## config.mk

```make
export PLATFORM = sky130hd
export DESIGN_NAME = base64_stream_decoder_top
export DESIGN_NICKNAME = d
export VERILOG_FILES = /design/src/hw/rtl/b64d_pkg.sv /design/src/hw/rtl/b64d_front.sv /design/src/hw/rtl/b64d_fifo.sv /design/src/hw/rtl/b64d_back.sv /design/src/hw/rtl/base64_stream_decoder_top.sv
export SDC_FILE = /design/constraint.sdc
export NUM_CORES = 1
export LEC_CHECK = 0
export ABC_AREA = 1
export BUFFER_PORTS_ARGS = -buffer_cell sky130_fd_sc_hd__buf_4
export CORE_MARGIN = 8
export CORE_UTILIZATION = 25
export CTS_BUF_LIST = sky130_fd_sc_hd__clkbuf_4
export CTS_CLUSTER_DIAMETER = 200
export DETAILED_ROUTE_END_ITERATION = 10
export PLACE_DENSITY_LB_ADDON = 0.25
export SKIP_CTS_REPAIR_TIMING = 1
export SLEW_MARGIN = 20
export SYNTH_ARGS = -nofsm -noshare
export SYNTH_HDL_FRONTEND = slang
export SYNTH_HIERARCHICAL = 1
export SYNTH_SLANG_ARGS = --single-unit
```

## constraint.sdc

```tcl
create_clock -name clk_i -period 3.08 [get_ports clk_i]
set_input_delay 0 -clock clk_i [delete_from_list [all_inputs] [get_ports clk_i]]
set_output_delay 0 -clock clk_i [all_outputs]
set_load 0.005 [all_outputs]
```

## src/hw/rtl/b64d_pkg.sv

```systemverilog
// Shared types, constants and the sextet lookup for the Base64 stream decoder.
package b64d_pkg;

  localparam int unsigned QueueDepth = 4;

  localparam logic [7:0] PadChar = 8'h3D;
  localparam logic [7:0] NulChar = 8'h00;

  typedef struct packed {
    logic        is_data;
    logic        error;
    logic        eom;
    logic [1:0]  count;
    logic [23:0] bytes;
  } cmd_t;

  typedef struct packed {
    logic       ok;
    logic [5:0] value;
  } sextet_t;

  function automatic sextet_t sextet_of(input logic [7:0] c);
    sextet_t r;
    r.ok    = 1'b1;
    r.value = 6'd0;
    if (c >= 8'h41 && c <= 8'h5A) begin
      r.value = 6'(c - 8'h41);
    end else if (c >= 8'h61 && c <= 8'h7A) begin
      r.value = 6'(c - 8'h61 + 8'd26);
    end else if (c >= 8'h30 && c <= 8'h39) begin
      r.value = 6'(c - 8'h30 + 8'd52);
    end else if (c == 8'h2B) begin
      r.value = 6'd62;
    end else if (c == 8'h2F) begin
      r.value = 6'd63;
    end else begin
      r.ok = 1'b0;
    end
    return r;
  endfunction

endpackage

```

## src/hw/rtl/b64d_front.sv

```systemverilog
// Front end: accepts characters, tracks group state and issues decode commands.
module b64d_front import b64d_pkg::*; (
  input  logic       clk_i,
  input  logic       rst_ni,
  input  logic       accept_i,
  input  logic [7:0] char_code_i,
  input  logic       eom_i,
  output logic       push_o,
  output cmd_t       cmd_o
);

  logic [1:0]  pos_q, pos_d;
  logic [17:0] held_q, held_d;
  logic        third_pad_q, third_pad_d;
  logic        halted_q, halted_d;

  sextet_t     sx;
  logic        is_pad;
  logic [5:0]  v;
  logic [5:0]  s1, s2, s3;

  always_comb begin
    sx     = sextet_of(char_code_i);
    is_pad = (char_code_i == PadChar);
    v      = sx.ok ? sx.value : 6'd0;
    s1     = held_q[17:12];
    s2     = held_q[11:6];
    s3     = held_q[5:0];

    pos_d       = pos_q;
    held_d      = held_q;
    third_pad_d = third_pad_q;
    halted_d    = halted_q;
    push_o      = 1'b0;
    cmd_o       = '0;
    cmd_o.count = 2'd1;
    cmd_o.eom   = eom_i;

    if (accept_i) begin
      if (halted_q) begin
        if (eom_i) begin
          halted_d = 1'b0;
        end
      end else if (pos_q == 2'd0 && char_code_i == NulChar) begin
        push_o      = 1'b1;
        pos_d       = 2'd0;
        held_d      = '0;
        third_pad_d = 1'b0;
        halted_d    = !eom_i;
      end else if (!sx.ok && !(is_pad && pos_q >= 2'd2)) begin
        push_o      = 1'b1;
        cmd_o.error = 1'b1;
        pos_d       = 2'd0;
        held_d      = '0;
        third_pad_d = 1'b0;
        halted_d    = !eom_i;
      end else if (pos_q != 2'd3) begin
        if (eom_i) begin
          push_o      = 1'b1;
          cmd_o.error = 1'b1;
          pos_d       = 2'd0;
          held_d      = '0;
          third_pad_d = 1'b0;
        end else begin
          unique case (pos_q)
            2'd0:    held_d[17:12] = v;
            2'd1:    held_d[11:6]  = v;
            default: held_d[5:0]   = v;
          endcase
          if (pos_q == 2'd2 && is_pad) begin
            third_pad_d = 1'b1;
          end
          pos_d = pos_q + 2'd1;
        end
      end else begin
        push_o        = 1'b1;
        cmd_o.is_data = 1'b1;
        cmd_o.bytes   = {s3[1:0], v, s2[3:0], s3[5:2], s1, s2[5:4]};
        cmd_o.count   = third_pad_q ? 2'd1 : (is_pad ? 2'd2 : 2'd3);
        pos_d         = 2'd0;
        held_d        = '0;
        third_pad_d   = 1'b0;
      end
    end
  end

  always_ff @(posedge clk_i or negedge rst_ni) begin
    if (!rst_ni) begin
      pos_q       <= '0;
      held_q      <= '0;
      third_pad_q <= 1'b0;
      halted_q    <= 1'b0;
    end else begin
      pos_q       <= pos_d;
      held_q      <= held_d;
      third_pad_q <= third_pad_d;
      halted_q    <= halted_d;
    end
  end

endmodule

```

## src/hw/rtl/b64d_fifo.sv

```systemverilog
// Command queue between the front end and the output sequencer.
module b64d_fifo import b64d_pkg::*; #(
  parameter int unsigned Depth = QueueDepth
) (
  input  logic clk_i,
  input  logic rst_ni,
  input  logic push_i,
  input  cmd_t cmd_i,
  input  logic pop_i,
  output logic full_o,
  output logic valid_o,
  output cmd_t cmd_o
);

  localparam int unsigned PtrW = (Depth > 1) ? $clog2(Depth) : 1;
  localparam int unsigned CntW = $clog2(Depth + 1);

  cmd_t            mem_q [Depth];
  logic [PtrW-1:0] wr_q, wr_d, rd_q, rd_d;
  logic [CntW-1:0] cnt_q, cnt_d;

  assign full_o  = (cnt_q == CntW'(Depth));
  assign valid_o = (cnt_q != '0);
  assign cmd_o   = mem_q[rd_q];

  always_comb begin
    wr_d  = wr_q;
    rd_d  = rd_q;
    cnt_d = cnt_q;
    if (push_i) begin
      wr_d = (wr_q == PtrW'(Depth - 1)) ? '0 : wr_q + PtrW'(1);
    end
    if (pop_i) begin
      rd_d = (rd_q == PtrW'(Depth - 1)) ? '0 : rd_q + PtrW'(1);
    end
    if (push_i && !pop_i) begin
      cnt_d = cnt_q + CntW'(1);
    end else if (pop_i && !push_i) begin
      cnt_d = cnt_q - CntW'(1);
    end
  end

  always_ff @(posedge clk_i) begin
    if (push_i) begin
      mem_q[wr_q] <= cmd_i;
    end
  end

  always_ff @(posedge clk_i or negedge rst_ni) begin
    if (!rst_ni) begin
      wr_q  <= '0;
      rd_q  <= '0;
      cnt_q <= '0;
    end else begin
      wr_q  <= wr_d;
      rd_q  <= rd_d;
      cnt_q <= cnt_d;
    end
  end

endmodule

```

## src/hw/rtl/b64d_back.sv

```systemverilog
// Back end: expands queued commands into result transfers through an output register.
module b64d_back import b64d_pkg::*; (
  input  logic       clk_i,
  input  logic       rst_ni,
  input  logic       cmd_valid_i,
  input  cmd_t       cmd_i,
  output logic       pop_o,
  output logic       m_valid_o,
  input  logic       m_ready_i,
  output logic [7:0] data_byte_o,
  output logic       byte_valid_o,
  output logic       last_o,
  output logic       error_o
);

  logic [1:0] idx_q, idx_d;
  logic       valid_q, valid_d;
  logic [7:0] byte_q, byte_d;
  logic       bvalid_q, bvalid_d;
  logic       last_q, last_d;
  logic       err_q, err_d;
  logic       load;
  logic       final_res;

  always_comb begin
    load      = cmd_valid_i && (!valid_q || m_ready_i);
    final_res = (idx_q == cmd_i.count - 2'd1);
    pop_o     = load && final_res;

    idx_d    = idx_q;
    valid_d  = valid_q && !m_ready_i;
    byte_d   = byte_q;
    bvalid_d = bvalid_q;
    last_d   = last_q;
    err_d    = err_q;

    if (load) begin
      valid_d = 1'b1;
      idx_d   = final_res ? 2'd0 : idx_q + 2'd1;
      if (cmd_i.is_data) begin
        unique case (idx_q)
          2'd0:    byte_d = cmd_i.bytes[7:0];
          2'd1:    byte_d = cmd_i.bytes[15:8];
          default: byte_d = cmd_i.bytes[23:16];
        endcase
        bvalid_d = 1'b1;
        last_d   = cmd_i.eom && final_res;
        err_d    = 1'b0;
      end else begin
        byte_d   = 8'd0;
        bvalid_d = 1'b0;
        last_d   = 1'b1;
        err_d    = cmd_i.error;
      end
    end
  end

  always_ff @(posedge clk_i or negedge rst_ni) begin
    if (!rst_ni) begin
      idx_q   <= '0;
      valid_q <= 1'b0;
    end else begin
      idx_q   <= idx_d;
      valid_q <= valid_d;
    end
  end

  always_ff @(posedge clk_i) begin
    byte_q   <= byte_d;
    bvalid_q <= bvalid_d;
    last_q   <= last_d;
    err_q    <= err_d;
  end

  assign m_valid_o    = valid_q;
  assign data_byte_o  = byte_q;
  assign byte_valid_o = bvalid_q;
  assign last_o       = last_q;
  assign error_o      = err_q;

endmodule

```

## src/hw/rtl/base64_stream_decoder_top.sv

```systemverilog
// Top level of the Base64 stream decoder.
// Usage:
//   Slave channel takes one character per transfer: tdata is the character
//   byte, tlast marks the final character of the message.
//   Master channel gives one result per transfer: tdata is the decoded byte,
//   tuser[0] says the byte is valid, tuser[1] flags an error, tlast marks
//   the final result of the message.
// Path: the character that completes a result is queued as a command; the
//   result then loads into the output register, from which it transfers.
// Throughput: one character per cycle while the queue is not full; the output
//   sequencer gives one result per cycle while the receiver is ready, and a
//   group of four characters gives at most three results. A command queue of
//   Depth entries sits between the two.
// Reset: clears group state, the queue and the output register's valid flag.
// Stall: when the receiver drops tready the output holds; the queue fills
//   and s_axis_tready_o falls only when it is full.
module base64_stream_decoder_top import b64d_pkg::*; #(
  parameter int unsigned Depth = QueueDepth
) (
  input  logic       clk_i,
  input  logic       rst_ni,
  input  logic       s_axis_tvalid_i,
  output logic       s_axis_tready_o,
  input  logic [7:0] s_axis_tdata_i,   // char_code[7:0]
  input  logic       s_axis_tlast_i,
  output logic       m_axis_tvalid_o,
  input  logic       m_axis_tready_i,
  output logic [7:0] m_axis_tdata_o,   // data_byte[7:0]
  output logic [1:0] m_axis_tuser_o,   // byte_valid[0], error[1]
  output logic       m_axis_tlast_o
);

  logic accept;
  logic push;
  logic pop;
  logic full;
  logic cmd_valid;
  cmd_t cmd_in;
  cmd_t cmd_out;

  assign s_axis_tready_o = !full;
  assign accept          = s_axis_tvalid_i && !full;

  b64d_front u_front (
    .clk_i       (clk_i),
    .rst_ni      (rst_ni),
    .accept_i    (accept),
    .char_code_i (s_axis_tdata_i),
    .eom_i       (s_axis_tlast_i),
    .push_o      (push),
    .cmd_o       (cmd_in)
  );

  b64d_fifo #(
    .Depth (Depth)
  ) u_fifo (
    .clk_i   (clk_i),
    .rst_ni  (rst_ni),
    .push_i  (push),
    .cmd_i   (cmd_in),
    .pop_i   (pop),
    .full_o  (full),
    .valid_o (cmd_valid),
    .cmd_o   (cmd_out)
  );

  b64d_back u_back (
    .clk_i        (clk_i),
    .rst_ni       (rst_ni),
    .cmd_valid_i  (cmd_valid),
    .cmd_i        (cmd_out),
    .pop_o        (pop),
    .m_valid_o    (m_axis_tvalid_o),
    .m_ready_i    (m_axis_tready_i),
    .data_byte_o  (m_axis_tdata_o),
    .byte_valid_o (m_axis_tuser_o[0]),
    .last_o       (m_axis_tlast_o),
    .error_o      (m_axis_tuser_o[1])
  );

endmodule

```

# Word level (Yosys, flattened, before mapping)
# Memories as Yosys holds them, arrays and structs flattened.
# Index checks and enable logic that the tools add are counted.
[word_totals]
reg_bits = 43
n_memories = 1
ram_bits = 116
wordCells = 146
output_inout_bits = 13
[memory_table]
columns = ["memory", "depth", "width", "read_ports", "rd_ports_with_merged_regs", "wr", "line", "rtl"]
rows = [
  ["u_fifo.mem_q", 4, 29, 1, 0, 1, "b64d_fifo.sv:18", "cmd_t mem_q [Depth];"],
]
[classes]
reduce_logical = 34
n_mux = 61
bitwise = 1
order_cmp = 7
addsub = 12
n_eq_ne = 15
[op_table]
columns = ["operator", "n"]
rows = [
  ["26-bit 2-to-1 mux", 5],
  ["18-bit 2-to-1 mux", 4],
  ["6-bit 2-to-1 mux", 9],
  ["1-bit 2-to-1 mux", 29],
  ["8-bit by 6-bit equality test with 1-bit output, second input constant", 3],
  ["2-bit 2-to-1 mux", 11],
  ["8-bit by 7-bit greater-or-equal comparator with 1-bit output, second input constant", 2],
  ["8-bit by 7-bit <= comparator with 1-bit output, second input constant", 2],
  ["8-bit case mux with 2 select lines", 1],
  ["5-bit by 3-bit inequality test with 1-bit output, second input constant", 3],
  ["1-bit logical AND", 14],
  ["3-bit AND reduction", 4],
  ["6-bit subtractor, second input constant", 2],
  ["2-bit by 1-bit adder with 2-bit output, second input constant", 4],
  ["8-bit by 6-bit greater-or-equal comparator with 1-bit output, second input constant", 1],
  ["8-bit by 6-bit <= comparator with 1-bit output, second input constant", 1],
  ["1-bit logical NOT", 8],
  ["8-bit logical NOT", 1],
  ["6-bit by 5-bit adder with 6-bit output, second input constant", 1],
  ["6-bit adder, second input constant", 1],
  ["2-bit equality test, second input constant", 3],
  ["3-bit 2-to-1 mux", 2],
  ["6-bit by 1-bit subtractor with 6-bit output, second input constant", 1],
  ["5-bit by 2-bit inequality test with 1-bit output, second input constant", 1],
  ["other kinds (15)", 17],
]

# Longest topological paths before layout
[depth]
ltp_word = 16
ltp_mapped = 20

# Hierarchy
# The synthesis kept the hierarchy.
[by_module_without_submodules]
columns = ["module", "cells_per_inst", "seq_area_each_um2", "area_each_um2", "n_inst"]
rows = [
  ["b64d_fifo", 391, 3658.5, 5167.5, 1],
  ["b64d_front", 296, 550.5, 1991.9, 1],
  ["b64d_back", 82, 405.4, 739.5, 1],
  ["base64_stream_decoder_top", 3, 0.0, 13.8, 1],
]

# Worst setup path after synthesis
# Ideal clock, no wire load.
[synth_path]
kind = "in2reg"
startpoint = "input port s_axis_tdata_i[2]"
endpoint = "memory u_fifo/mem_q[0][0] (netlist name), enable pin"
stages = 13
path_slack_ns = 0.628
required_time_ns = 2.696
arrival_time_ns = 2.069
cell_sequence = "buf_4 > inv_1 > ha_1 > nand2_1 > nand3_1 > nand2_2 > a21oi_2 > nand4_4 > nand2_4 > nand2_4 > inv_1 > nand2_1 > inv_1"
[synth_between]
elab_chain_len = 14
elab_cells_between_ends = 29
[synth_rtl]
columns = ["element", "line", "rtl"]
rows = [
  ["start: declaration", "base64_stream_decoder_top.sv:24", "input logic [7:0] s_axis_tdata_i,"],
  ["branches (longest 9 deep; another with 8-bit by 6-bit greater-or-equal comparator with 1-bit output)", "n/a", ""],
  ["1-bit 2-to-1 mux (*)", "b64d_front.sv:44", "end else if (pos_q == 2'd0 && char_code_i == NulChar) begin"],
  ["1-bit 2-to-1 mux (*)", "b64d_front.sv:40", "if (halted_q) begin"],
  ["1-bit 2-to-1 mux (*)", "b64d_front.sv:39", "if (accept_i) begin"],
  ["net push", "base64_stream_decoder_top.sv:34", "logic push;"],
  ["1-bit 2-to-1 mux (*)", "b64d_fifo.sv:44", "if (push_i) begin"],
  ["1-bit 2-to-1 mux (not written as such) (*)", "b64d_fifo.sv:45", "mem_q[wr_q] <= cmd_i;"],
  ["end: declaration", "b64d_fifo.sv:18", ""],
]
# Mark *: on every way through the listed nets, which the timed path passes.

# Worst setup path in the final report
[layout_path]
startpoint = "input port s_axis_tdata_i[7]"
endpoint = "register u_fifo.cnt_q[1]"
[layout_between]
elab_cells_between_ends = 32
[layout_rtl]
columns = ["element", "line", "rtl"]
rows = [
  ["branches (longest 9 deep; another with 8-bit by 6-bit greater-or-equal comparator with 1-bit output)", "n/a", ""],
  ["1-bit 2-to-1 mux (*)", "b64d_front.sv:44", ""],
  ["1-bit 2-to-1 mux (*)", "b64d_front.sv:40", ""],
  ["1-bit 2-to-1 mux (*)", "b64d_front.sv:39", ""],
  ["net push", "base64_stream_decoder_top.sv:34", ""],
  ["1-bit logical AND (*)", "b64d_fifo.sv:36", "if (push_i && !pop_i) begin"],
  ["3-bit 2-to-1 mux (*)", "b64d_fifo.sv:36", ""],
  ["net u_fifo.cnt_d[1]", "b64d_fifo.sv:20", "logic [CntW-1:0] cnt_q, cnt_d;"],
  ["end signal: assignment", "b64d_fifo.sv:57", "cnt_q <= cnt_d;"],
  ["end: declaration", "b64d_fifo.sv:20", ""],
]
# Marks and branches as above.
# A chain may end at the register's enable or synchronous reset.

==> qor.txt <==
Final WL = 17,700 um
Clock sink total = 159
Ys flop type = edfxtp_1
Hold_ws = 90.5 ps
WHS Endpoint = u_front/held_q[8]$_DFFE_PN0P_
Tot GR Track Use = 9.63%
Syn Std Cell Area = 7910 sq um
Fin crit share = 95.1%
Crit path from = s_axis_tdata_i[7]
Critical path's slowest cell = dlygate4sd3_1
Fill count = 3,315
Worst Setup End Kind = flop
Mapped Cells = 772
Final slew viol count = 0
Max incr delay on CP = 640 ps
Global-route wire length before repair = 28,500 um
Total number of vias = 5,135
Number of buffers created by CTS = 17
Footprint of the multi-input gates = 2620 sq um
Reg clk slew, reported paths = 140 ps
Root buffer cell = clkbuf_4
Die area = 37,600 sq um
Area Overhead vs Synth = 13.1%
Crit path required time = 3530 ps
Hold Crit Start = s_axis_tdata_i[2]
Cell family with most CP delay = buffers and inverters
Post-route ant nets = 0
Hold path depth = 6
Pwr dens = 737 nW/um^2
RSZ-0062 raised after global routing = no
FFs w/ async S/R, synth = 20.1%
CTS tree = built
Final hold vios = 0
CP Max Fanout = 13
Share of layout cells above drive strength 1 = 16.1%
Crit Path Category = input port to flop
Max Root-Sink Buffers = 2
Commonest non-fill, non-tap cells in the layout = nand2_1 (228), edfxtp_1 (127), inv_1 (117)
H-tree depth = 4
Max-slew headroom = 52.7%
Vias in the first global route = 5,093
Setup violators final = 0
Outcome = complete, no violations
Slew @ Worst Pin = 710 ps
Worst Path Buf+Inv = 6
Avg Cell Area, Syn = 10.2 sq um
# nets final = 847
Max cap viols = 0
# IOs = 26
Post-synthesis sequential area ratio = 58.3%
Post-Route Setup TNS = 0 ps
DR iter-0 viols = 312
R2r worst-path depth = 14
Initial Util = 25.2%
Die Height = 194 um
HPWL Detailed = 11,500 um
Seq. cell area = 4610 sq um
R2R Path Start = u_front/pos_q[0]$_DFFE_PN0P_
Flops & latches, synth = 159
Worst vdd ir = 0.000375 V
Drt first pass iters = 5
Row count = 65
Period minus WS final = 2930 ps
Critical Path Start Type = input port
Clock skew = 17.8 ps
Achievable frequency = 0.341 GHz
Crit path arrival time = 3380 ps
Fin util = 28.5%
Clk_lat worst skew = 550 ps
Static leakage = 3.77 nW
Flop-to-flop setup slack = 500 ps
Worst reg2reg endpoint = u_fifo/cnt_q[2]$_DFFE_PN0P_
Worst min path class = input port to flop
GPL Wtd Cong = 0.813
Core area = 31,400 sq um
Number of warnings issued by yosys = 6
Synth cell types = 40
Largest net degree at the start of global routing = 45
Number of vias per cell = 4.18
Commonest non-fill, non-tap cell in the layout = nand2_1
GR Overflow Total = 0
# DRC = 0
WL/cell = 14.4 um
Chip width = 194 um
Syn nets = 807
Antenna violations before repair = 1
Buffers on Ports = 25
Cell Chain, Critical Path = dlygate4sd3_1, buf_4, nor2_4, dlygate4sd3_1, inv_2, nor3_2, o21ai_1, nand4_4, nand2_4, nand2_4, inv_1, ha_1, inv_1, fa_1, nand2_1, nand2_1
Post-synth EDFFs = 127
-- state kept, by name, summed over array words and instances, names as in the netlist --
name                 flops
u_front/third_pad_q      1
u_fifo/cnt_q             3
u_fifo/wr_q              2
u_back/byte_valid_o      1
u_fifo/mem_q           116
u_back/data_byte_o       8
u_front/halted_q         1
u_fifo/rd_q              2
u_back/last_o            1
u_front/held_q          18
u_back/m_valid_o         1
u_back/error_o           1
u_back/idx_q             2
u_front/pos_q            2
-- layer usage --
metal / global-route usage (%) / routed length (um) / vias to the layer above
li1: - / - / 2630
met4: 1.95 / 112 / 0
met2: 15.0 / 7890 / 68
met5: 0 / 0 / -
met3: 2.53 / 564 / 8
met1: 13.3 / 9120 / 2429
-- kinds of logic after synthesis --
| kind of cell | Yosys count | synth area share [%] |
|---|---|---|
| compound gates | 87 | 9.80 |
| xor+xnor | 8 | 0.886 |
| fa+ha+maj | 22 | 3.57 |
| buf+inv | 154 | 8.55 |
| flops | 159 | 58.3 |
| simple gates | 342 | 18.9 |
-- through the flow --
stage / worst slack, ps / cell area, sq um / std cells / power [mW]
after floorplan: 628 / 7910 / 772 / 4.67
after CTS: 491 / 8830 / 1216 / 6.70
final: 152 / 8950 / 1228 / 6.60
after global routing: 19.4 / 8950 / 1228 / 7.13
after detailed placement: 480 / 8550 / 1184 / 5.45
after global placement: 521 / 8550 / 1184 / 5.45
-- power by group --
part | total [mW] | leakage, nW | internal, mW | switching (mW)
combinational | 2.51 | 2.00 | 0.839 | 1.67
sequential | 2.85 | 1.61 | 2.71 | 0.146
clock | 1.24 | 0.152 | 0.428 | 0.811
-- tightest hold or removal path, stage by stage --
cell	delay [ps]
buf_4	140
o21ai_0	120
nand2_1	130
nor2_1	110
nand2_1	70
nand2_1	40
-- worst max-delay path by stage --
stage,end,slack [ps],cells past startpoint
final,u_fifo/cnt_q[1]$_DFFE_PN0P_,150,16
after CTS,u_fifo/cnt_q[2]$_DFFE_PN0P_,490,14
after floorplan,u_fifo/mem_q[0][0]$_DFFE_PP_,630,13
after global placement,u_fifo/cnt_q[2]$_DFFE_PN0P_,520,18
after global routing,u_fifo/cnt_q[2]$_DFFE_PN0P_,20,19
after detailed placement,u_fifo/cnt_q[2]$_DFFE_PN0P_,480,18
-- synthesized netlist by cell type, types with 4 or more instances --
master,instances,area (sq um)
ha_1,21,263
o211ai_1,28,210
buf_4,5,37.5
a31oi_1,9,56.3
dfrtp_1,32,801
o21ai_0,4,20.0
inv_2,7,26.3
edfxtp_1,127,3810
nor2_1,48,180
nand2_1,228,856
nand2_2,6,37.5
buf_6,8,90.1
o211ai_2,30,375
buf_2,14,70.1
nand3_1,40,200
xor2_1,6,52.6
nand2_4,5,56.3
inv_1,117,439
-- layout make-up --
| type | instances | share of cell area [%] |
|---|---|---|
| inverters | 126 | 5.34 |
| diodes | 1 | 0.0280 |
| well taps | 402 | 5.62 |
| clock buffers | 17 | 1.43 |
| flip-flops and latches | 159 | 51.6 |
| repair buffers | 49 | 5.09 |
| multi-input cells | 459 | 29.3 |
| clock inverters | 15 | 1.66 |
Note: power is estimated with default switching activity, not from simulation.
